File: src/design/shms_pkg.sv
// Shared types, codes and constants of the sensor health and mode supervisor.
`timescale 1ns / 1ps

package shms_pkg;

  // Event codes on the command field.
  typedef enum logic [2:0] {
    CMD_DIAG  = 3'd0,
    CMD_GNSS  = 3'd1,
    CMD_IMU   = 3'd2,
    CMD_WHEEL = 3'd3,
    CMD_EVAL  = 3'd4
  } cmd_t;

  // Operating modes reported on evaluate.
  typedef enum logic [1:0] {
    MODE_INVALID        = 2'd0,
    MODE_DEAD_RECKONING = 2'd1,
    MODE_DEGRADED       = 2'd2,
    MODE_NORMAL         = 2'd3
  } mode_t;

  // Configuration register indexes.
  typedef enum logic [2:0] {
    REG_GNSS_TIMEOUT   = 3'd0,
    REG_IMU_TIMEOUT    = 3'd1,
    REG_WHEEL_TIMEOUT  = 3'd2,
    REG_INNOV_WARN     = 3'd3,
    REG_INNOV_FAIL     = 3'd4,
    REG_COV_LIMIT      = 3'd5,
    REG_JUMP_LIMIT     = 3'd6,
    REG_MAX_FIX_PERIOD = 3'd7
  } cfg_idx_t;

  localparam int CFG_IDX_W  = 3;
  localparam int CFG_DATA_W = 32;
  localparam int JUMP_W     = 20;

  // Register reset values.
  localparam logic [31:0] GNSS_TIMEOUT_RST   = 32'd1000000;
  localparam logic [31:0] IMU_TIMEOUT_RST    = 32'd500000;
  localparam logic [31:0] WHEEL_TIMEOUT_RST  = 32'd500000;
  localparam logic [31:0] INNOV_WARN_RST     = 32'd196608;
  localparam logic [31:0] INNOV_FAIL_RST     = 32'd393216;
  localparam logic [31:0] COV_LIMIT_RST      = 32'd19661;
  localparam logic [19:0] JUMP_LIMIT_RST     = 20'd1000;
  localparam logic [31:0] MAX_FIX_PERIOD_RST = 32'd500000;

  // Fix spacing that a valid period must exceed.
  localparam logic [47:0] MIN_PERIOD_US = 48'd1000;

  // Confidence in hundredths and the penalties taken from it.
  localparam logic [7:0] CONF_FULL   = 8'd100;
  localparam logic [7:0] PEN_GNSS    = 8'd35;
  localparam logic [7:0] PEN_WHEEL   = 8'd15;
  localparam logic [7:0] PEN_IMU     = 8'd40;
  localparam logic [7:0] PEN_INNOV   = 8'd20;
  localparam logic [7:0] PEN_COV     = 8'd15;
  localparam logic [7:0] PEN_JUMP    = 8'd15;
  localparam logic [7:0] PEN_RATE    = 8'd10;

  // Default depth of the check queue between front and back.
  localparam int QUEUE_DEPTH_DEF = 4;

  // One input item.
  typedef struct packed {
    logic [2:0]         command;
    logic [47:0]        stamp_us;
    logic signed [31:0] pos_x_mm;
    logic signed [31:0] pos_y_mm;
    logic [31:0]        cov_xx;
    logic [31:0]        cov_yy;
    logic               gnss_accepted;
    logic               wheel_accepted;
    logic [31:0]        gnss_innovation;
    logic [31:0]        wheel_innovation;
  } item_t;

  // Check outcomes of one evaluate, passed from front to back.
  typedef struct packed {
    logic        imu_ok;
    logic        gnss_recent;
    logic        wheel_recent;
    logic        diag_gnss_ok;
    logic        diag_wheel_ok;
    logic        diag_seen;
    logic        cov_ok;
    logic        rate_ok;
    logic        jump_ok;
    logic        innov_warn;
    logic        innov_fail;
    logic [31:0] gnss_innov;
    logic [31:0] wheel_innov;
  } check_t;

  // One result item.
  typedef struct packed {
    mode_t       mode;
    logic [6:0]  confidence;
    logic        gnss_trusted;
    logic        imu_good;
    logic        wheel_trusted;
    logic        healthy;
    logic [31:0] gnss_innovation_out;
    logic [31:0] wheel_innovation_out;
  } result_t;

endpackage

File: src/design/shms_back.sv
// Back part: confidence, mode selection and the result output register.
`timescale 1ns / 1ps

module shms_back (
  input  logic              clk,
  input  logic              rst,
  input  logic              check_empty,
  input  shms_pkg::check_t  check,
  output logic              check_pop,
  input  logic              pop,
  output logic              empty,
  output shms_pkg::result_t result
);
  import shms_pkg::*;

  logic    out_valid;
  logic    gnss_trusted;
  logic    wheel_trusted;
  logic [7:0] penalty;
  logic [7:0] conf;
  mode_t   mode_sel;
  result_t result_next;

  assign check_pop = !check_empty && (!out_valid || pop);
  assign empty     = !out_valid;

  // Sensor verdicts and the confidence left after penalties.
  always_comb begin
    gnss_trusted  = check.gnss_recent && check.diag_gnss_ok && check.cov_ok &&
                    check.jump_ok && check.rate_ok;
    wheel_trusted = check.wheel_recent && (!check.diag_seen || check.diag_wheel_ok);
    penalty = (gnss_trusted     ? 8'd0 : PEN_GNSS)  +
              (wheel_trusted    ? 8'd0 : PEN_WHEEL) +
              (check.imu_ok     ? 8'd0 : PEN_IMU)   +
              (check.innov_warn ? PEN_INNOV : 8'd0) +
              (check.cov_ok     ? 8'd0 : PEN_COV)   +
              (check.jump_ok    ? 8'd0 : PEN_JUMP)  +
              (check.rate_ok    ? 8'd0 : PEN_RATE);
    conf = (penalty >= CONF_FULL) ? 8'd0 : CONF_FULL - penalty;
  end

  // Mode by priority; a failing innovation forces degraded.
  always_comb begin
    priority if (check.innov_fail) begin
      mode_sel = MODE_DEGRADED;
    end else if (!check.imu_ok) begin
      mode_sel = MODE_INVALID;
    end else if (!gnss_trusted && check.wheel_recent) begin
      mode_sel = MODE_DEAD_RECKONING;
    end else if (gnss_trusted && wheel_trusted && !check.innov_warn) begin
      mode_sel = MODE_NORMAL;
    end else if (gnss_trusted || check.wheel_recent) begin
      mode_sel = MODE_DEGRADED;
    end else begin
      mode_sel = MODE_INVALID;
    end
  end

  always_comb begin
    result_next.mode                 = mode_sel;
    result_next.confidence           = conf[6:0];
    result_next.gnss_trusted         = gnss_trusted;
    result_next.imu_good             = check.imu_ok;
    result_next.wheel_trusted        = wheel_trusted;
    result_next.healthy              = (mode_sel == MODE_NORMAL) ||
                                       (mode_sel == MODE_DEGRADED);
    result_next.gnss_innovation_out  = check.gnss_innov;
    result_next.wheel_innovation_out = check.wheel_innov;
  end

  // Output register: loads a waiting check when it is empty or its result transfers.
  always_ff @(posedge clk) begin
    if (rst) begin
      out_valid <= 1'b0;
    end else if (check_pop) begin
      out_valid <= 1'b1;
    end else if (pop) begin
      out_valid <= 1'b0;
    end
  end

  always_ff @(posedge clk) begin
    if (check_pop) begin
      result <= result_next;
    end
  end

endmodule
File: config.mk
export PLATFORM = sky130hd
export DESIGN_NAME = shms_back
export DESIGN_NICKNAME = d
export VERILOG_FILES = /design/src/design/shms_pkg.sv /design/src/design/shms_back.sv
export SDC_FILE = /design/constraint.sdc
export NUM_CORES = 1
export LEC_CHECK = 0
export ABC_CLOCK_PERIOD_IN_PS = 4100
export BUFFER_PORTS_ARGS = -buffer_cell sky130_fd_sc_hd__buf_2
export CAP_MARGIN = 15
export CELL_PAD_IN_SITES_DETAIL_PLACEMENT = 1
export CELL_PAD_IN_SITES_GLOBAL_PLACEMENT = 1
export CORE_MARGIN = 2
export CORE_UTILIZATION = 34
export CTS_BUF_LIST = sky130_fd_sc_hd__clkbuf_2
export DETAILED_ROUTE_END_ITERATION = 10
export PLACE_DENSITY_LB_ADDON = 0.2
export SYNTH_ARGS = -nofsm -noshare
export SYNTH_HDL_FRONTEND = slang
export SYNTH_SLANG_ARGS = --single-unit
File: constraint.sdc
create_clock -name clk -period 4.1 [get_ports clk]
set_input_delay 0.41 -clock clk [delete_from_list [all_inputs] [get_ports clk]]
set_output_delay 0.41 -clock clk [all_outputs]
set_load 0.05 [all_outputs]
==> key figures, run 1 <==
Clocking
  • Post-cts resize count: 0
  • Worst-path clk slew: 220 ps
  • Root buffer cell: clkbuf_2
  • CTS tree: done
  • CTS H-tree lvls: 3
  • CTS sink count: 78
  • Clk Latency, worst-skew pair: 510 ps
  • CTS Buffer Depth: 2
  • CTS buffer count: 9

Worst setup path
  • CP Class: primary input to flop
  • Setup crit end kind: flop
  • Reg2reg path depth: 3
  • Worst path most repeated cell: fa_1
  • Crit. Startpoint: check[68]
  • Delay of the slowest critical-path stage: 540 ps
  • Critical path startpoint category: primary input
  • CP max-delay cell: fa_1
  • CP top delay family: adder cells
  • Worst-path cell chain: buf_2, and3_1, nand3_1, fa_1, fa_1, inv_1, fa_1, inv_1, ha_1, fa_1, or3_1, a211oi_1
  • Max Fanout on Critical Path: 6
  • WP data arrival: 3850 ps
  • R2R Path Start: out_valid
  • RR Endpoint: result[43]
  • CP Buf/Inv Count: 3
  • Setup slack, reg-to-reg: 2230 ps
  • Worst Path Required: 4400 ps

Power
  • NetSw: 0.829 mW
  • Reg power frac: 43.3%
  • Leakage: 2.00 nW
  • Sw Share: 36.2%
  • Tot Pwr: 2.29 mW
  • Worst VDD drop: 169 uV
  • Pint: 1.46 mW
  • Clock network fraction of design power: 20.6%
  • Comb pwr share: 36.1%
  • PD cells: 516 nW/um^2

Placed design
  • Routability congestion estimate: 0.762
  • Port Buffers: 157
  • Post-DP HPWL: 6040 um
  • Cell Area, Placed: 4090 sq um

GRT
  • Largest net degree at the start of global routing: 45
  • Vias in the first global route: 2,144
  • Antenna violations before repair: 0
  • Grt ovf: 0
  • First-pass GRT wire length: 11,600 um
  • GRT Resource Usage Total: 15.5%

Floorplanning
  • Initial Util: 34.4%
  • Die X: 100 um
  • Die Y: 100 um
  • Area of the core: 9110 sq um
  • Cell Rows: 35
  • I/O pin count: 158
  • Total die area: 10,000 sq um

Yosys
  • Area contributors post-synth: edfxtp_1 74%, fa_1 6.4%, ha_1 5.2%, inv_1 2.4%, a211oi_1 1.4%
  • Area leader, netlist: edfxtp_1
  • Post-synth EDFFs: 77
  • YS warnings: 0
  • #FFs+latches synth: 78
  • Cell count after synthesis: 168
  • Syn Area/Cell: 18.7 sq um
  • Synthesized cell area: 3140 sq um
  • FFs w/ async S/R, synth: 0%
  • Yosys cell types: 36
  • Synth Flop Type: edfxtp_1
  • Fraction of synthesized cell area taken by the top area cell type: 73.7%
  • Seq/Total Area, Yosys: 74.4%
  • Mapped Nets: 270

Timing
  • Worst hold slack: 71.3 ps
  • Final hold vios: 0
  • Worst Tran Pin Value: 566 ps
  • Count of final setup violators: 0
  • Max_slew headroom: 62.3%
  • Total negative slack: 0 ps
  • Final Skew: 40.4 ps
  • RSZ-0062 raised after global routing: false
  • Clock period minus final worst setup slack: 3550 ps
  • Peak Freq: 281 MHz
  • Final Slew Violations: 0
  • Period utilisation layout: 86.7%

Detailed routing
  • Routed WL per cell: 17.1 um
  • DR iter-0 viols: 73
  • Final ANT Viol Nets: 0
  • Vias post-DR: 2,165
  • Pre-antenna DRT Iters: 4
  • Via/cell ratio: 4.54
  • Post-route DRC: 0
  • Post-Route WL: 8150 um

Min path
  • Worst hold path class: primary input to flop
  • Hold path start: check[16]
  • Hold endpoint: result[16]
  • Hold Path Depth: 1

Status
  • Outcome: finished clean

Layout
  • Layout cell share with drive strength beyond 1: 51.1%
  • Most frequent cells in the layout: 157 x buf_2, 77 x edfxtp_1, 22 x dlygate4sd3_1, 20 x inv_1, 13 x ha_1
  • Leading cell type in the layout, fill and taps excluded: buf_2
  • Final cell area excluding filler cells: 4440 sq um
  • Filler cells: 988
  • Diode count: 0
  • Area growth, synth to finish: 41.7%
  • Final nets: 463

Job
  • Max-cap violation count: 0
==> per-stage QoR <==
stage,std cells,worst slack (ps),utilization [%]
final,477,546,48.8
after global placement,439,185,44.9
after global routing,477,436,48.8
after floorplan,168,232,-
after detailed placement,439,35.9,44.9
after CTS,468,572,47.8
==> per-layer routing <==
| metal | GRT usage (%) | vias up | share of wire [%] |
|---|---|---|---|
| met5 | 0 | - | 0 |
| met4 | 5.80 | 0 | 1.8 |
| met3 | 4.87 | 10 | 8.2 |
| met2 | 27.1 | 99 | 52 |
| met1 | 18.0 | 1050 | 38 |
| li1 | - | 1006 | - |
==> state kept, by name (all words and copies together), names as in the netlist <==
register / flops
out_valid: 1
result: 77
==> power by group through the flow <==
| stage | logic [mW] | clock network (mW) | registers, mW |
|---|---|---|---|
| detailed placement | 0.820 | 0 | 1.01 |
| CTS | 0.832 | 0.491 | 0.994 |
| global placement | 0.808 | 0 | 1.01 |
| finish | 0.829 | 0.472 | 0.992 |
| global route | 0.904 | 0.516 | 1.00 |
| floorplan | 0.390 | 0 | 1.26 |
==> worst max path at each step <==
stage                     cells after the start         end
after global routing                         12  result[68]
final                                        12  result[68]
after global placement                       12  result[69]
after floorplan                              13  result[73]
after detailed placement                     12  result[70]
after CTS                                    12  result[68]
==> cells in the mapped netlist (all sizes together) (3+ instances only) <==
cell and count:
a21o 3, a21oi 4, edfxtp 77, ha 13, o21ai 3, a211oi 8
nor2 3, inv 20, nand2 3, fa 10
==> repair_timing <==
item                                   CTS  global route
setup endpoints to repair                0             0
hold buffers                            13             9
setup buffers                            0             0
endpoints found under the hold margin   13             9
==> cell type report <==
cell class / instances / area (sq um) / share of cell area, %
timing repair buffer: 183 / 1040 / 23.3
sequential: 78 / 2330 / 52.5
tap: 111 / 139 / 3.13
clock inverter: 6 / 85.1 / 1.92
inverter: 20 / 75.1 / 1.69
multi-input combinational: 69 / 724 / 16.3
clock buffer: 10 / 50.0 / 1.13
==> cells by family after synthesis <==
group           count (synthesis)  synth area share (%)
xor+xnor                        5                  1.84
flops                          78                  74.4
buf+inv                        21                  2.75
compound gates                 22                  5.35
fa+ha+maj                      23                  11.6
simple gates                   19                  4.11
Power figures use the tool's default switching activity.
==> inputs of run 2 (changes only) <==
--- a/config.mk
+++ b/config.mk
@@ -9,9 +9,9 @@
 export BUFFER_PORTS_ARGS = -buffer_cell sky130_fd_sc_hd__buf_2
 export CAP_MARGIN = 15
 export CELL_PAD_IN_SITES_DETAIL_PLACEMENT = 1
-export CELL_PAD_IN_SITES_GLOBAL_PLACEMENT = 1
+export CELL_PAD_IN_SITES_GLOBAL_PLACEMENT = 2
 export CORE_MARGIN = 2
-export CORE_UTILIZATION = 34
+export CORE_UTILIZATION = 28
 export CTS_BUF_LIST = sky130_fd_sc_hd__clkbuf_2
 export DETAILED_ROUTE_END_ITERATION = 10
 export PLACE_DENSITY_LB_ADDON = 0.2
==> key figures, run 2 (synthesized netlist as in run 1, its figures left out) <==
Status
  • Outcome: finished clean

Layout
  • Filler cells: 1,185
  • Leading cell type in the layout, fill and taps excluded: buf_2
  • Final core occ: 43.1%
  • Final cell area excluding filler cells: 4690 sq um
  • Area growth, synth to finish: 49.6%
  • FF+latch area: 2330 sq um
  • Number of flip-flops under the largest register name: 77
  • Most frequent cells in the layout: 157 x buf_2, 77 x edfxtp_1, 41 x dlygate4sd3_1, 20 x inv_1, 13 x ha_1
  • Final nets: 482
  • Largest regs: result: 77 flops, out_valid: 1 flops
  • Largest register by flop count: result
  • Layout cell share with drive strength beyond 1: 48.8%
  • Area occupied by multi-input gates: 724 sq um

Worst setup path
  • Reg2reg path depth: 3
  • Delay of the slowest critical-path stage: 540 ps
  • Worst Path Required: 4440 ps
  • Worst-path cell chain: buf_2, and3_1, nand3_1, fa_1, fa_1, inv_1, fa_1, inv_1, ha_1, fa_1, or3_1, a211oi_1
  • R2R Path Start: out_valid
  • Worst path most repeated cell: fa_1
  • CP max-delay cell: fa_1
  • Critical path startpoint category: primary input
  • Max Fanout on Critical Path: 6
  • CP Class: primary input to flop
  • Setup slack, reg-to-reg: 2460 ps
  • Setup crit end kind: flop
  • RR Endpoint: result[37]
  • WP data arrival: 3830 ps

Clocking
  • CTS Buffer Depth: 2
  • CTS sink count: 78
  • CTS buffer count: 9
  • Clk Latency, worst-skew pair: 530 ps
  • Root buffer cell: clkbuf_2
  • CTS tree: done
  • Worst-path clk slew: 240 ps
  • CTS H-tree lvls: 3

Placed design
  • Routability congestion estimate: 0.760
  • Port Buffers: 157
  • Post-Place Setup Slack: 34.9 ps
  • Cell Area, Placed: 4140 sq um
  • Post-DP HPWL: 6310 um

Power
  • Reg power frac: 42.6%
  • PD cells: 497 nW/um^2
  • Leakage: 2.09 nW
  • Sw Share: 36.2%
  • Comb pwr share: 36.8%
  • Pint: 1.49 mW
  • Worst VDD drop: 221 uV
  • NetSw: 0.843 mW
  • Tot Pwr: 2.33 mW
  • Clock network fraction of design power: 20.6%

Floorplanning
  • Total die area: 12,100 sq um
  • Initial Util: 28.8%
  • Die X: 110 um
  • Area of the core: 10,900 sq um
  • Die Y: 110 um
  • I/O pin count: 158
  • Cell Rows: 38

GRT
  • Met3 global-route usage: 4.56%
  • Vias in the first global route: 2,147
  • Largest net degree at the start of global routing: 65
  • First-pass GRT wire length: 11,500 um
  • GRT met1 Usage: 14.1%
  • GRT Resource Usage Total: 13.1%
  • Grt ovf: 0
  • GR peak layer: met2
  • Antenna violations before repair: 1
  • Grt met2 use: 23.1%

Timing
  • Max_slew headroom: 67.4%
  • Period utilisation layout: 85.2%
  • Worst Tran Pin Value: 489 ps
  • Peak Freq: 286 MHz
  • Count of final setup violators: 0
  • RSZ-0062 raised after global routing: false
  • Post-route setup slack: 608 ps
  • Total negative slack: 0 ps
  • Final Skew: 40.6 ps
  • Final hold vios: 0
  • Final Slew Violations: 0
  • Clock period minus final worst setup slack: 3490 ps

Detailed routing
  • Post-Route WL: 8600 um
  • Pre-antenna DRT Iters: 4
  • Via/cell ratio: 4.15
  • Post-route DRC: 0
  • Vias post-DR: 2,181
  • Final ANT Viol Nets: 0
  • Routed WL per cell: 16.4 um
  • DR iter-0 viols: 127

Min path
  • Hold path start: check_empty
  • Hold endpoint: out_valid
  • Worst hold path class: primary input to flop
  • Hold Path Depth: 2

Job
  • Max-cap violation count: 0
## run 2: area by class of cell
| type | count | area share [%] |
|---|---|---|
| inverters | 20 | 1.60 |
| repair buffers | 202 | 26.4 |
| clock inverters | 7 | 2.05 |
| diodes | 1 | 0.0534 |
| flip-flops and latches | 78 | 49.7 |
| clock buffers | 9 | 0.961 |
| multi-input cells | 69 | 15.4 |
| well taps | 140 | 3.74 |
## run 2: how the worst max path moves through the flow
stage | startpoint | end | slack [ps] | cells past startpoint
6_report | check[68] | result[71] | 610 | 12
3_5_place_dp | check[68] | result[71] | 30 | 12
3_3_place_gp | check[69] | result[69] | 160 | 14
4_1_cts | check[68] | result[71] | 590 | 12
2_1_floorplan | check[69] | result[73] | 230 | 13
5_1_grt | check[68] | result[71] | 390 | 12
## run 2: worst max-delay path, delay by kind of cell
| family | cells | cell delay [ps] |
|---|---|---|
| adder cells (fa/ha/maj) | 5 | 2140 |
| AND/OR/NAND/NOR | 3 | 750 |
| AO/OA/AOI/OAI | 1 | 290 |
| buffers and inverters | 3 | 220 |
## run 2: timing repair
action / 4_1_cts / 5_1_grt
setup buffers: 0 / 0
gates resized for setup: 0 / 0
hold endpoints to repair: 21 / 20
hold buffers: 21 / 20
## run 2: routing by layer
metal	vias up	share of wire (%)
li1	1047	-
met1	1013	37
met2	107	51
met3	14	9.7
met4	0	2.3
met5	-	0
## run 2: metrics by stage
stage                     std cells  hold WS (ps)
final                           526          55.4
after global routing            526         -7.18
after floorplan                 168           458
after detailed placement        468           502
after global placement          468           481
after CTS                       505         0.187
## run 2: power by group through the flow
stage | Clock [mW] | Sequential [mW] | Combinational (mW)
after floorplan | 0 | 1.26 | 0.390
after CTS | 0.502 | 0.995 | 0.855
after global placement | 0 | 1.01 | 0.826
final | 0.480 | 0.993 | 0.857
after global routing | 0.530 | 1.00 | 0.936
after detailed placement | 0 | 1.01 | 0.835
