File: config.mk
export PLATFORM = sky130hd
export DESIGN_NAME = shms_fifo
export DESIGN_NICKNAME = d
export VERILOG_FILES = /design/src/design/shms_pkg.sv /design/src/design/shms_fifo.sv
export SDC_FILE = /design/constraint.sdc
export NUM_CORES = 1
export LEC_CHECK = 0
export BUFFER_PORTS_ARGS = -buffer_cell sky130_fd_sc_hd__buf_4
export CELL_PAD_IN_SITES_DETAIL_PLACEMENT = 0
export CELL_PAD_IN_SITES_GLOBAL_PLACEMENT = 1
export CORE_MARGIN = 4
export CORE_UTILIZATION = 45
export CTS_BUF_LIST = sky130_fd_sc_hd__clkbuf_2 sky130_fd_sc_hd__clkbuf_4 sky130_fd_sc_hd__clkbuf_8
export DETAILED_ROUTE_END_ITERATION = 8
export MAX_ROUTING_LAYER = met4
export PLACE_DENSITY_LB_ADDON = 0.1
export SLEW_MARGIN = 10
export SYNTH_ARGS = -nofsm -noshare
export SYNTH_HDL_FRONTEND = slang
export SYNTH_SLANG_ARGS = --single-unit
File: constraint.sdc
create_clock -name clk -period 2.8 [get_ports clk]
set_input_delay 0.7 -clock clk [delete_from_list [all_inputs] [get_ports clk]]
set_output_delay 0.7 -clock clk [all_outputs]
set_load 0.01 [all_outputs]
File: src/design/shms_pkg.sv
// Shared types, codes and constants of the sensor health and mode supervisor.
`timescale 1ns / 1ps

package shms_pkg;

  // Event codes on the command field.
  typedef enum logic [2:0] {
    CMD_DIAG  = 3'd0,
    CMD_GNSS  = 3'd1,
    CMD_IMU   = 3'd2,
    CMD_WHEEL = 3'd3,
    CMD_EVAL  = 3'd4
  } cmd_t;

  // Operating modes reported on evaluate.
  typedef enum logic [1:0] {
    MODE_INVALID        = 2'd0,
    MODE_DEAD_RECKONING = 2'd1,
    MODE_DEGRADED       = 2'd2,
    MODE_NORMAL         = 2'd3
  } mode_t;

  // Configuration register indexes.
  typedef enum logic [2:0] {
    REG_GNSS_TIMEOUT   = 3'd0,
    REG_IMU_TIMEOUT    = 3'd1,
    REG_WHEEL_TIMEOUT  = 3'd2,
    REG_INNOV_WARN     = 3'd3,
    REG_INNOV_FAIL     = 3'd4,
    REG_COV_LIMIT      = 3'd5,
    REG_JUMP_LIMIT     = 3'd6,
    REG_MAX_FIX_PERIOD = 3'd7
  } cfg_idx_t;

  localparam int CFG_IDX_W  = 3;
  localparam int CFG_DATA_W = 32;
  localparam int JUMP_W     = 20;

  // Register reset values.
  localparam logic [31:0] GNSS_TIMEOUT_RST   = 32'd1000000;
  localparam logic [31:0] IMU_TIMEOUT_RST    = 32'd500000;
  localparam logic [31:0] WHEEL_TIMEOUT_RST  = 32'd500000;
  localparam logic [31:0] INNOV_WARN_RST     = 32'd196608;
  localparam logic [31:0] INNOV_FAIL_RST     = 32'd393216;
  localparam logic [31:0] COV_LIMIT_RST      = 32'd19661;
  localparam logic [19:0] JUMP_LIMIT_RST     = 20'd1000;
  localparam logic [31:0] MAX_FIX_PERIOD_RST = 32'd500000;

  // Fix spacing that a valid period must exceed.
  localparam logic [47:0] MIN_PERIOD_US = 48'd1000;

  // Confidence in hundredths and the penalties taken from it.
  localparam logic [7:0] CONF_FULL   = 8'd100;
  localparam logic [7:0] PEN_GNSS    = 8'd35;
  localparam logic [7:0] PEN_WHEEL   = 8'd15;
  localparam logic [7:0] PEN_IMU     = 8'd40;
  localparam logic [7:0] PEN_INNOV   = 8'd20;
  localparam logic [7:0] PEN_COV     = 8'd15;
  localparam logic [7:0] PEN_JUMP    = 8'd15;
  localparam logic [7:0] PEN_RATE    = 8'd10;

  // Default depth of the check queue between front and back.
  localparam int QUEUE_DEPTH_DEF = 4;

  // One input item.
  typedef struct packed {
    logic [2:0]         command;
    logic [47:0]        stamp_us;
    logic signed [31:0] pos_x_mm;
    logic signed [31:0] pos_y_mm;
    logic [31:0]        cov_xx;
    logic [31:0]        cov_yy;
    logic               gnss_accepted;
    logic               wheel_accepted;
    logic [31:0]        gnss_innovation;
    logic [31:0]        wheel_innovation;
  } item_t;

  // Check outcomes of one evaluate, passed from front to back.
  typedef struct packed {
    logic        imu_ok;
    logic        gnss_recent;
    logic        wheel_recent;
    logic        diag_gnss_ok;
    logic        diag_wheel_ok;
    logic        diag_seen;
    logic        cov_ok;
    logic        rate_ok;
    logic        jump_ok;
    logic        innov_warn;
    logic        innov_fail;
    logic [31:0] gnss_innov;
    logic [31:0] wheel_innov;
  } check_t;

  // One result item.
  typedef struct packed {
    mode_t       mode;
    logic [6:0]  confidence;
    logic        gnss_trusted;
    logic        imu_good;
    logic        wheel_trusted;
    logic        healthy;
    logic [31:0] gnss_innovation_out;
    logic [31:0] wheel_innovation_out;
  } result_t;

endpackage

File: src/design/shms_fifo.sv
// Small queue of evaluate check records between the front and the back.
`timescale 1ns / 1ps

module shms_fifo #(
  parameter int DEPTH = shms_pkg::QUEUE_DEPTH_DEF
) (
  input  logic                       clk,
  input  logic                       rst,
  input  logic                       push,
  input  shms_pkg::check_t           din,
  input  logic                       pop,
  output shms_pkg::check_t           dout,
  output logic                       empty,
  output logic [$clog2(DEPTH+1)-1:0] count
);
  import shms_pkg::*;

  localparam int AW = (DEPTH > 1) ? $clog2(DEPTH) : 1;
  localparam int CW = $clog2(DEPTH+1);

  check_t        mem [DEPTH];
  logic [AW-1:0] wr_ptr;
  logic [AW-1:0] rd_ptr;
  logic          do_pop;

  assign empty  = count == '0;
  assign do_pop = pop && !empty;
  assign dout   = mem[rd_ptr];

  // Storage writes.
  always_ff @(posedge clk) begin
    if (push) begin
      mem[wr_ptr] <= din;
    end
  end

  // Pointers and fill count.
  always_ff @(posedge clk) begin
    if (rst) begin
      wr_ptr <= '0;
      rd_ptr <= '0;
      count  <= '0;
    end else begin
      if (push) begin
        wr_ptr <= (wr_ptr == AW'(DEPTH-1)) ? '0 : wr_ptr + AW'(1);
      end
      if (do_pop) begin
        rd_ptr <= (rd_ptr == AW'(DEPTH-1)) ? '0 : rd_ptr + AW'(1);
      end
      if (push && !do_pop) begin
        count <= count + CW'(1);
      end else if (!push && do_pop) begin
        count <= count - CW'(1);
      end
    end
  end

endmodule

==> results of run 1 <==
==> report_power, final <==
part / leakage, nW / total, mW / internal, mW / switching [mW]
combinational: 1.43 / 2.32 / 1.29 / 1.03
clock: 0.495 / 3.59 / 2.01 / 1.57
sequential: 2.83 / 5.41 / 5.30 / 0.111
==> stage by stage <==
stage	std cells	instance area, um2	hold slack (ns)	power, mW	setup WS [ns]
after floorplan	435	11300	0.456	6.82	0.719
after global placement	918	13000	0.463	7.82	0.475
after detailed placement	918	13000	0.476	7.85	0.456
after CTS	1005	13900	0.314	11.5	0.0501
after global routing	1006	13900	0.315	11.9	0.0138
final	1006	13900	0.361	11.3	0.131
==> layout make-up <==
type / count / area [um2]
well taps: 324 / 405
diodes: 1 / 2.50
repair buffers: 178 / 1440
multi-input cells: 106 / 1950
clock inverters: 15 / 86.3
flip-flops and latches: 309 / 9200
inverters: 4 / 15.0
clock buffers: 69 / 843
fillers: 1836 / 10500
==> final timing paths <==
kind                                               to  slack, ns  cells after the start
worst min register to register              flip-flop       0.49                      2
worst max register to register  count[2]$_SDFFE_PP0P_       0.55                      7
worst min-delay path              mem[3][0]$_DFFE_PP_       0.36                      1
worst max-delay path                          dout[7]       0.13                      3
==> sequential cells by signal, indices dropped and copies added, names as in the netlist, named ones only <==
name	count
mem	300
count	3
rd_ptr	2
wr_ptr	2
==> per-layer routing <==
metal	wire [um]	GRT usage, %	up-vias
met5	0	-	-
met1	8980	19.7	2717
met3	1260	4.62	34
li1	-	-	2295
met2	10800	26.2	142
met4	306	4.38	0
==> what timing repair did <==
item | CTS | global route
setup endpoints to repair | 64 | 0
endpoints found under the hold margin | 0 | 0
resized for setup | 1 | 0
buffers inserted | 3 | 0
==> logic make-up after synthesis <==
logic type,count (synthesis)
fa+ha+maj,7
buf+inv,20
simple gates,14
flops,309
compound gates,5
mux,78
xor+xnor,2
==> cells in the mapped netlist (all sizes together), types with 2 or more instances <==
master,number,area [um2]
mux2i,3,30.0
xor2,2,17.5
edfxtp,300,9010
buf,14,113
or3,2,12.5
a21oi,3,15.0
nor2,5,18.8
mux4,75,1690
and2,4,25.0
inv,4,15.0
ha,6,75.1
clkbuf,2,7.51
dfxtp,9,180
==> worst max-delay path: stages (launching register included) <==
cell and delay, ns:
sky130_fd_sc_hd__dfxtp_4 0.42, sky130_fd_sc_hd__buf_16 0.27, sky130_fd_sc_hd__mux4_2 0.56, sky130_fd_sc_hd__buf_4 0.16
==> layout by cell type, fill, tap and decap left out, types with 3 or more instances in the layout <==
master                       n
sky130_fd_sc_hd__a21oi_1     3
sky130_fd_sc_hd__dfxtp_1     7
sky130_fd_sc_hd__and2_4      4
sky130_fd_sc_hd__buf_12      7
sky130_fd_sc_hd__mux2i_1     3
sky130_fd_sc_hd__inv_1       4
sky130_fd_sc_hd__clkinv_2    3
sky130_fd_sc_hd__mux4_2     75
sky130_fd_sc_hd__clkbuf_8   52
sky130_fd_sc_hd__clkinv_1   11
sky130_fd_sc_hd__ha_1        6
sky130_fd_sc_hd__edfxtp_1  300
sky130_fd_sc_hd__clkbuf_4   17
sky130_fd_sc_hd__nor2_1      5
sky130_fd_sc_hd__buf_4     170
==> metrics.txt, run 1 <==
P per Cell Area 812 mW/mm2; critical register-to-register path startpoint count[0]$_SDFFE_PP0P_; setup repair after global routing missed its margin no; clock latency reported for the late side of the worst-skew pair ~0.53 ns; number of buffers inserted for hold repair after clock tree synthesis 0; aggregate global routing overflow 0; sort of element at the start of the critical path flip-flop; leakage power 4.76 nW; number of I/O port buffers between 150 and 200; hold_sp din[0]; Post-synth top flop sky130_fd_sc_hd__edfxtp_1; initial standard-cell utilization of the core 46.0%; Fmax achieved around 370 MHz; number of nets in the final layout approximately 730; GRT Overall Usage 16.0%; Routed WL per cell ~21 um; worst min-delay path category in2reg; mapped cell area about 0.011 mm2; count of mapped cells out of synthesis roughly 440; clk root buf sky130_fd_sc_hd__clkbuf_8; portion of the post-synthesis area used by sequential elements 81.6%; detailed placement HPWL ~13000 um; worst ir drop on vdd 0.466 mV; class of the most critical setup path reg2out; vias per inst 5.16; worst slew pin tran around 0.42 ns; arrival time of data at the critical path endpoint 1.97 ns; total of warnings raised by yosys 0; max-slew violation total from the final report 0; Rows 57; post-synthesis share of cell area spent on and, or, nand and nor gates 0.644%; proportion of layout cells with a drive suffix above 1 48.9%; clock edge transition at the registers on the reported setup and hold paths 0.06 ns; Post-Syn Nets ~520; required time at the endpoint of the critical path 2.10 ns; post-synthesis sequential element count 309; endpoints failing hold 0; final setup violating endpoints 0; time the worst path needs with I/O delays and setup 2.67 ns; FFs w/ async S/R, synth 0%; final antenna-violating net count 0; deepest clock path buffer count 3; synthesized-area fraction occupied by xor and xnor cells 0.156%; # DRC 0; post-synthesis compound-gate area fraction 0.289%; largest family of logic cells by synthesized area multiplexers; share of synthesized area spent on multiplexers 15.3%; number of DRC violations after detailed-routing iteration 0 between 300 and 400; clock tree from TritonCTS done; H-tree levels 2; category of the worst setup path capture point primary output; die outline width roughly 170 um; utilization after layout a little under three fifths; Period Utilization, post-route 95.3%; number of flops mapped to enable cells by yosys 300; number of buffers created by CTS 48; Avg Cell Area, Syn 25.9 um2; IO Pins 158; worst slew margin relative to its limit 71.7%; crit path max fanout 30; via total after detailed routing around 5200; routability congestion estimate from global placement 0.740; Worst Skew 0.00951 ns; Total Wirelength around 21000 um; number of violations of the max-capacitance limit 0; run status complete, no violations; final sum of negative setup slack 0 ns; antenna violations before repair 1; DIE AREA approximately 0.028 mm2; global-route wire length before repair 33500 um; adder-cell area share of the yosys netlist 0.844%; vias in the first global route about 5900; maximum number of pins on one net before global-route repair 36; First-pass DRT Iterations 4; post-synthesis to final-layout area growth 23.8%; TritonCTS Sinks 309; Yosys cell types 21; height of the die 166 um; area inside the core boundary 0.0245 mm2
Power figures use the tool's default switching activity.
==> inputs of run 2 (changes only) <==
--- a/config.mk
+++ b/config.mk
@@ -13,7 +13,7 @@
 export CTS_BUF_LIST = sky130_fd_sc_hd__clkbuf_2 sky130_fd_sc_hd__clkbuf_4 sky130_fd_sc_hd__clkbuf_8
 export DETAILED_ROUTE_END_ITERATION = 8
 export MAX_ROUTING_LAYER = met4
-export PLACE_DENSITY_LB_ADDON = 0.1
+export PLACE_DENSITY = 0.86
 export SLEW_MARGIN = 10
 export SYNTH_ARGS = -nofsm -noshare
 export SYNTH_HDL_FRONTEND = slang
==> metrics.txt, run 2 (same netlist as run 1, synthesis figures left out) <==
Worst Skew 0.0175 ns (was 0.00951 ns); worst min-delay path category in2reg (unchanged); Worst R2R End count[2]$_SDFFE_PP0P_ (unchanged); endpoints failing hold 0 (unchanged); height of the die 166 um (unchanged); initial standard-cell utilization of the core 46.0% (unchanged); class of the most critical setup path reg2out (unchanged); TritonCTS Sinks 309 (unchanged); number of flip-flops in the largest register 300 (unchanged); # DRC 0 (unchanged); internal power summed over all cells 8.35 mW (was 8.60 mW); Reg2Reg Setup Slack 0.64 ns (was 0.55 ns); clock latency reported for the late side of the worst-skew pair 0.53 ns (about the same); maximum number of pins on one net before global-route repair 76 (was 36); power share of the clock group 30.0% (was 31.7%); run status complete, no violations (unchanged); H-tree levels 2 (unchanged); clock tree from TritonCTS done (unchanged); global-route wire length before repair 32000 um (was 33500 um); commonest non-fill, non-tap cells in the layout sky130_fd_sc_hd__edfxtp_1 (300), sky130_fd_sc_hd__buf_4 (157), sky130_fd_sc_hd__mux4_2 (75) (was sky130_fd_sc_hd__edfxtp_1 (300), sky130_fd_sc_hd__buf_4 (170), sky130_fd_sc_hd__mux4_2 (75)); fill cell instance count of the final layout 1784 (was 1836); post-synthesis to final-layout area growth 22.3% (was 23.8%); number of I/O port buffers 157 (unchanged); number of violations of the max-capacitance limit 0 (unchanged); Rows 57 (unchanged); post-CTS setup buffers 0 (was 3); number of DRC violations after detailed-routing iteration 0 370 (unchanged); worst reg2reg path depth 7 (unchanged); number of nets in the final layout 720 (was 733); worst slew margin relative to its limit 68.0% (was 71.7%); critical register-to-register path startpoint count[0]$_SDFFE_PP0P_ (unchanged); die outline width 166 um (unchanged); most common library cell in the layout ignoring fill and taps sky130_fd_sc_hd__edfxtp_1 (unchanged); sort of element at the start of the critical path flip-flop (unchanged); final antenna-violating net count 0 (unchanged); cell depth of the worst min-delay path 1 (unchanged); First-pass DRT Iterations 4 (unchanged); final instance area 0.0138 mm2 (was 0.0139 mm2); Period Utilization, post-route 95.3% (about the same); area inside the core boundary 0.0245 mm2 (unchanged); antenna fix cells 0 (was 1); sw power 2.67 mW (was 2.71 mW); proportion of layout cells with a drive suffix above 1 47.6% (was 48.9%); Design Power 11.0 mW (was 11.3 mW); aggregate global routing overflow 0 (unchanged); registers with the highest flip-flop counts mem: 300 flops, count: 3 flops (unchanged); antenna violations before repair 0 (was 1); Routed WL per cell 20.8 um (was 21.3 um); P per Cell Area 800 mW/mm2 (was 812 mW/mm2); combinational fraction of design power 20.9% (was 20.5%); IO Pins 158 (unchanged); vias in the first global route 5752 (was 5948); Fmax achieved 375 MHz (about the same); crit path max fanout 28 (was 30); number of buffers inserted for hold repair after clock tree synthesis 0 (unchanged); final sum of negative setup slack 0 ns (unchanged); time the worst path needs with I/O delays and setup 2.67 ns (about the same); arrival time of data at the critical path endpoint 1.97 ns (about the same); setup repair after global routing missed its margin no (unchanged); required time at the endpoint of the critical path 2.10 ns (about the same); detailed placement HPWL 12100 um (was 13200 um); routability congestion estimate from global placement 0.730 (was 0.740); leakage power 4.65 nW (was 4.76 nW); final setup violating endpoints 0 (unchanged); switch share 24.2% (was 24.0%); deepest clock path buffer count 3 (unchanged); via total after detailed routing 5140 (was 5188); placed cell areas 0.0129 mm2 (was 0.0130 mm2); worst slew pin tran 0.480 ns (was 0.422 ns); category of the worst setup path capture point primary output (unchanged); max-slew violation total from the final report 0 (unchanged); hold_ws 0.363 ns (was 0.361 ns); GRT Overall Usage 15.2% (was 16.0%); Total Wirelength 20500 um (was 21400 um); register ranked first by flip-flop count mem (unchanged); hold_sp din[41] (was din[0]); vias per inst 5.21 (was 5.16); DIE AREA 0.0276 mm2 (unchanged); clock edge transition at the registers on the reported setup and hold paths 0.06 ns (about the same); register share of total power 49.2% (was 47.8%); number of buffers created by CTS 47 (was 48); worst ir drop on vdd 0.517 mV (was 0.466 mV); Hold Path Sink mem[0][41]$_DFFE_PP_ (was mem[3][0]$_DFFE_PP_); clk root buf sky130_fd_sc_hd__clkbuf_8 (unchanged)
[run 2: critical path, cell delays in order, from the launching register on]
cell                      delay, ns
sky130_fd_sc_hd__dfxtp_4       0.42
sky130_fd_sc_hd__buf_12        0.26
sky130_fd_sc_hd__mux4_2        0.57
sky130_fd_sc_hd__buf_4         0.17
[run 2: repair_timing]
| item | CTS | global route |
|---|---|---|
| endpoints found under the setup margin | 3 | 43 |
| cloned | 0 | 1 |
| resized for setup | 1 | 0 |
[run 2: per-stage QoR]
stage               utilization, %  std cells  setup slack, ns
floorplan                        -        435            0.719
global placement              52.7        908            0.533
detailed placement            52.7        908            0.470
CTS                           56.2        985          0.00135
global route                  56.3        986          0.00167
finish                        56.3        986            0.131
[run 2: layer usage]
layer | vias up | global-route usage, % | wire length [um]
li1 | 2265 | - | -
met1 | 2649 | 18.4 | 8140
met2 | 189 | 24.5 | 10400
met3 | 37 | 4.90 | 1520
met4 | 0 | 4.63 | 431
met5 | - | - | 0
[run 2: how the worst max path moves through the flow]
| stage | startpoint | end | slack, ns | cells after the start |
|---|---|---|---|---|
| global route | flip-flop | dout[46] | 0.002 | 3 |
| floorplan | pop | count[2]$_SDFFE_PP0P_ | 0.72 | 7 |
| detailed placement | pop | count[2]$_SDFFE_PP0P_ | 0.47 | 8 |
| CTS | flip-flop | dout[10] | 0.001 | 3 |
| finish | flip-flop | dout[46] | 0.13 | 3 |
| global placement | pop | count[2]$_SDFFE_PP0P_ | 0.53 | 8 |
[run 2: cell type report]
class / instances / area (um2) / share of cell area (%)
inverters: 4 / 15.0 / 0.109
multi-input cells: 106 / 1950 / 14.1
repair buffers: 166 / 1370 / 9.96
clock buffers: 62 / 772 / 5.61
flip-flops and latches: 309 / 9200 / 66.8
well taps: 324 / 405 / 2.94
clock inverters: 15 / 62.6 / 0.454
[run 2: power groups by stage]
stage	clock, mW	sequential, mW	combinational [mW]
after floorplan	0	5.46	1.37
after global placement	0	5.49	2.28
after detailed placement	0	5.51	2.31
after CTS	3.43	5.42	2.32
after global routing	3.67	5.44	2.48
final	3.30	5.42	2.30
==> inputs of run 3 (changes only) <==
--- a/config.mk
+++ b/config.mk
@@ -6,7 +6,7 @@
 export NUM_CORES = 1
 export LEC_CHECK = 0
 export BUFFER_PORTS_ARGS = -buffer_cell sky130_fd_sc_hd__buf_4
-export CELL_PAD_IN_SITES_DETAIL_PLACEMENT = 0
+export CELL_PAD_IN_SITES_DETAIL_PLACEMENT = 1
 export CELL_PAD_IN_SITES_GLOBAL_PLACEMENT = 1
 export CORE_MARGIN = 4
 export CORE_UTILIZATION = 45
==> metrics.txt, run 3 (same netlist as run 1, synthesis figures left out) <==
DP Cell Count 908 (unchanged); Total Wirelength 22900 um (was 20500 um); TritonCTS Sinks 309 (unchanged); sw power 2.82 mW (was 2.67 mW); worst min-delay path category in2reg (unchanged); final antenna-violating net count 0 (unchanged); H-tree levels 2 (unchanged); multi-input gate area in the final layout 0.00195 mm2 (unchanged); crit path max fanout 23 (was 28); worst ir drop on vdd 0.483 mV (was 0.517 mV); aggregate global routing overflow 0 (unchanged); clock edge transition at the registers on the reported setup and hold paths 0.06 ns (about the same); global-route wire length before repair 35200 um (was 32000 um); placed cell areas 0.0129 mm2 (unchanged); routability congestion estimate from global placement 0.730 (unchanged); required time at the endpoint of the critical path 2.10 ns (about the same); worst slew margin relative to its limit 67.6% (was 68.0%); vias in the first global route 6034 (was 5752); DIE AREA 0.0276 mm2 (unchanged); run status complete, no violations (unchanged); Rows 57 (unchanged); Period Utilization, post-route 95.0% (was 95.3%); fin worst setup slack 0.139 ns (was 0.131 ns); via total after detailed routing 5232 (was 5140); combinational fraction of design power 21.0% (was 20.9%); vias per inst 5.26 (was 5.21); power share of the clock group 31.1% (was 30.0%); worst slew pin tran 0.486 ns (was 0.480 ns); die outline width 166 um (unchanged); placement-stage worst setup slack 0.428 ns (was 0.470 ns); maximum number of pins on one net before global-route repair 76 (unchanged); internal power summed over all cells 8.51 mW (was 8.35 mW); GRT Overall Usage 16.8% (was 15.2%); # DRC 0 (unchanged); Layout Cells excl Fill 994 (was 986); category of the worst setup path capture point primary output (unchanged); number of violations of the max-capacitance limit 0 (unchanged); clock tree from TritonCTS done (unchanged); P per Cell Area 816 mW/mm2 (was 800 mW/mm2); final sum of negative setup slack 0 ns (unchanged); fill cell instance count of the final layout 2125 (was 1784); number of I/O port buffers 157 (unchanged); arrival time of data at the critical path endpoint 1.96 ns (was 1.97 ns); critical register-to-register path startpoint count[0]$_SDFFE_PP0P_ (unchanged); final instance area 0.0139 mm2 (was 0.0138 mm2); Worst Setup EP dout[10] (was dout[46]); number of buffers created by CTS 49 (was 47); clock latency reported for the late side of the worst-skew pair 0.53 ns (about the same); detailed placement HPWL 13600 um (was 12100 um); worst reg2reg path depth 7 (unchanged); number of nets in the final layout 722 (was 720); max-slew violation total from the final report 0 (unchanged); proportion of layout cells with a drive suffix above 1 46.9% (was 47.6%); most common library cell in the layout ignoring fill and taps sky130_fd_sc_hd__edfxtp_1 (unchanged); register ranked first by flip-flop count mem (unchanged); Storage cell area 0.00920 mm2 (unchanged); Routed WL per cell 23.0 um (was 20.8 um); leakage power 4.68 nW (was 4.65 nW); commonest non-fill, non-tap cells in the layout sky130_fd_sc_hd__edfxtp_1 (300), sky130_fd_sc_hd__buf_4 (147), sky130_fd_sc_hd__mux4_2 (75) (was sky130_fd_sc_hd__edfxtp_1 (300), sky130_fd_sc_hd__buf_4 (157), sky130_fd_sc_hd__mux4_2 (75)); Design Power 11.3 mW (was 11.0 mW); antenna fix cells 0 (unchanged); Reg2Reg Setup Slack 0.45 ns (was 0.64 ns); clk root buf sky130_fd_sc_hd__clkbuf_8 (unchanged); Fmax achieved 376 MHz (was 375 MHz); height of the die 166 um (unchanged); post-CTS setup buffers 0 (unchanged); registers with the highest flip-flop counts mem: 300 flops, count: 3 flops (unchanged); sort of element at the start of the critical path flip-flop (unchanged); initial standard-cell utilization of the core 46.0% (unchanged); area inside the core boundary 0.0245 mm2 (unchanged); post-synthesis to final-layout area growth 23.3% (was 22.3%); register share of total power 47.9% (was 49.2%); IO Pins 158 (unchanged); endpoints failing hold 0 (unchanged); setup repair after global routing missed its margin no (unchanged); First-pass DRT Iterations 4 (unchanged); number of buffers inserted for hold repair after clock tree synthesis 0 (unchanged); final setup violating endpoints 0 (unchanged); number of DRC violations after detailed-routing iteration 0 362 (was 370); number of flip-flops in the largest register 300 (unchanged); deepest clock path buffer count 3 (unchanged); time the worst path needs with I/O delays and setup 2.66 ns (was 2.67 ns); switch share 24.9% (was 24.2%); class of the most critical setup path reg2out (unchanged); antenna violations before repair 0 (unchanged); Worst R2R End count[2]$_SDFFE_PP0P_ (unchanged); Worst Skew 0.0140 ns (was 0.0175 ns)
==> run 3: cell count changes in the layout (fill, tap and decap cells not counted), moves of 2 or more <==
| cell | before | now |
|---|---|---|
| sky130_fd_sc_hd__buf_4 | 157 | 147 |
| sky130_fd_sc_hd__buf_6 | 0 | 10 |
| sky130_fd_sc_hd__clkbuf_4 | 13 | 9 |
| sky130_fd_sc_hd__clkbuf_8 | 49 | 51 |
| sky130_fd_sc_hd__clkinv_1 | 10 | 19 |
| sky130_fd_sc_hd__clkinv_2 | 5 | 3 |
| sky130_fd_sc_hd__clkinvlp_4 | 0 | 2 |
==> run 3: critical path, cell delays in order, from the launching register on <==
cell and delay, ns:
sky130_fd_sc_hd__dfxtp_4 0.42, sky130_fd_sc_hd__clkbuf_16 0.28, sky130_fd_sc_hd__mux4_2 0.57, sky130_fd_sc_hd__buf_6 0.15
==> run 3: power groups by stage <==
stage / clock network [mW] / registers, mW / logic [mW]
6_report: 3.52 / 5.43 / 2.38
3_3_place_gp: 0 / 5.49 / 2.28
4_1_cts: 3.66 / 5.42 / 2.41
2_1_floorplan: 0 / 5.46 / 1.37
3_5_place_dp: 0 / 5.52 / 2.34
5_1_grt: 3.89 / 5.45 / 2.56
==> run 3: per-layer routing <==
metal	GRT usage [%]	vias to the layer above	routed length [um]
met5	-	-	0
met4	4.05	0	329
met3	4.86	29	1420
met2	27.5	161	11900
met1	21.1	2763	9190
li1	-	2279	-
==> run 3: timing repair <==
action,in CTS,in global routing
resized for setup,11,1
cloned,0,1
setup endpoints to repair,32,47
==> run 3: final cells by class <==
type | instances | share of cell area (%)
Multi-Input combinational cell | 106 | 14.0
Sequential cell | 309 | 66.3
Clock inverter | 25 | 0.946
Inverter | 4 | 0.108
Tap cell | 324 | 2.92
Timing Repair Buffer | 166 | 10.2
Clock buffer | 60 | 5.54
==> run 3: worst min-delay path by stage <==
stage,slack (ns),startpoint,endpoint,cells past startpoint
final,0.36,din[64],mem[0][64]$_DFFE_PP_,1
after global routing,0.31,din[67],mem[1][67]$_DFFE_PP_,1
after CTS,0.30,din[67],mem[0][67]$_DFFE_PP_,1
after detailed placement,0.49,rd_ptr[0]$_SDFFE_PP0P_,flip-flop,2
after global placement,0.47,rd_ptr[0]$_SDFFE_PP0P_,flip-flop,2
after floorplan,0.46,rd_ptr[0]$_SDFFE_PP0P_,flip-flop,2
==> run 3: through the flow <==
stage	hold WS [ns]	util (%)
final	0.358	56.7
after global routing	0.311	56.7
after CTS	0.301	56.6
after detailed placement	0.492	52.7
after global placement	0.471	52.7
after floorplan	0.456	-
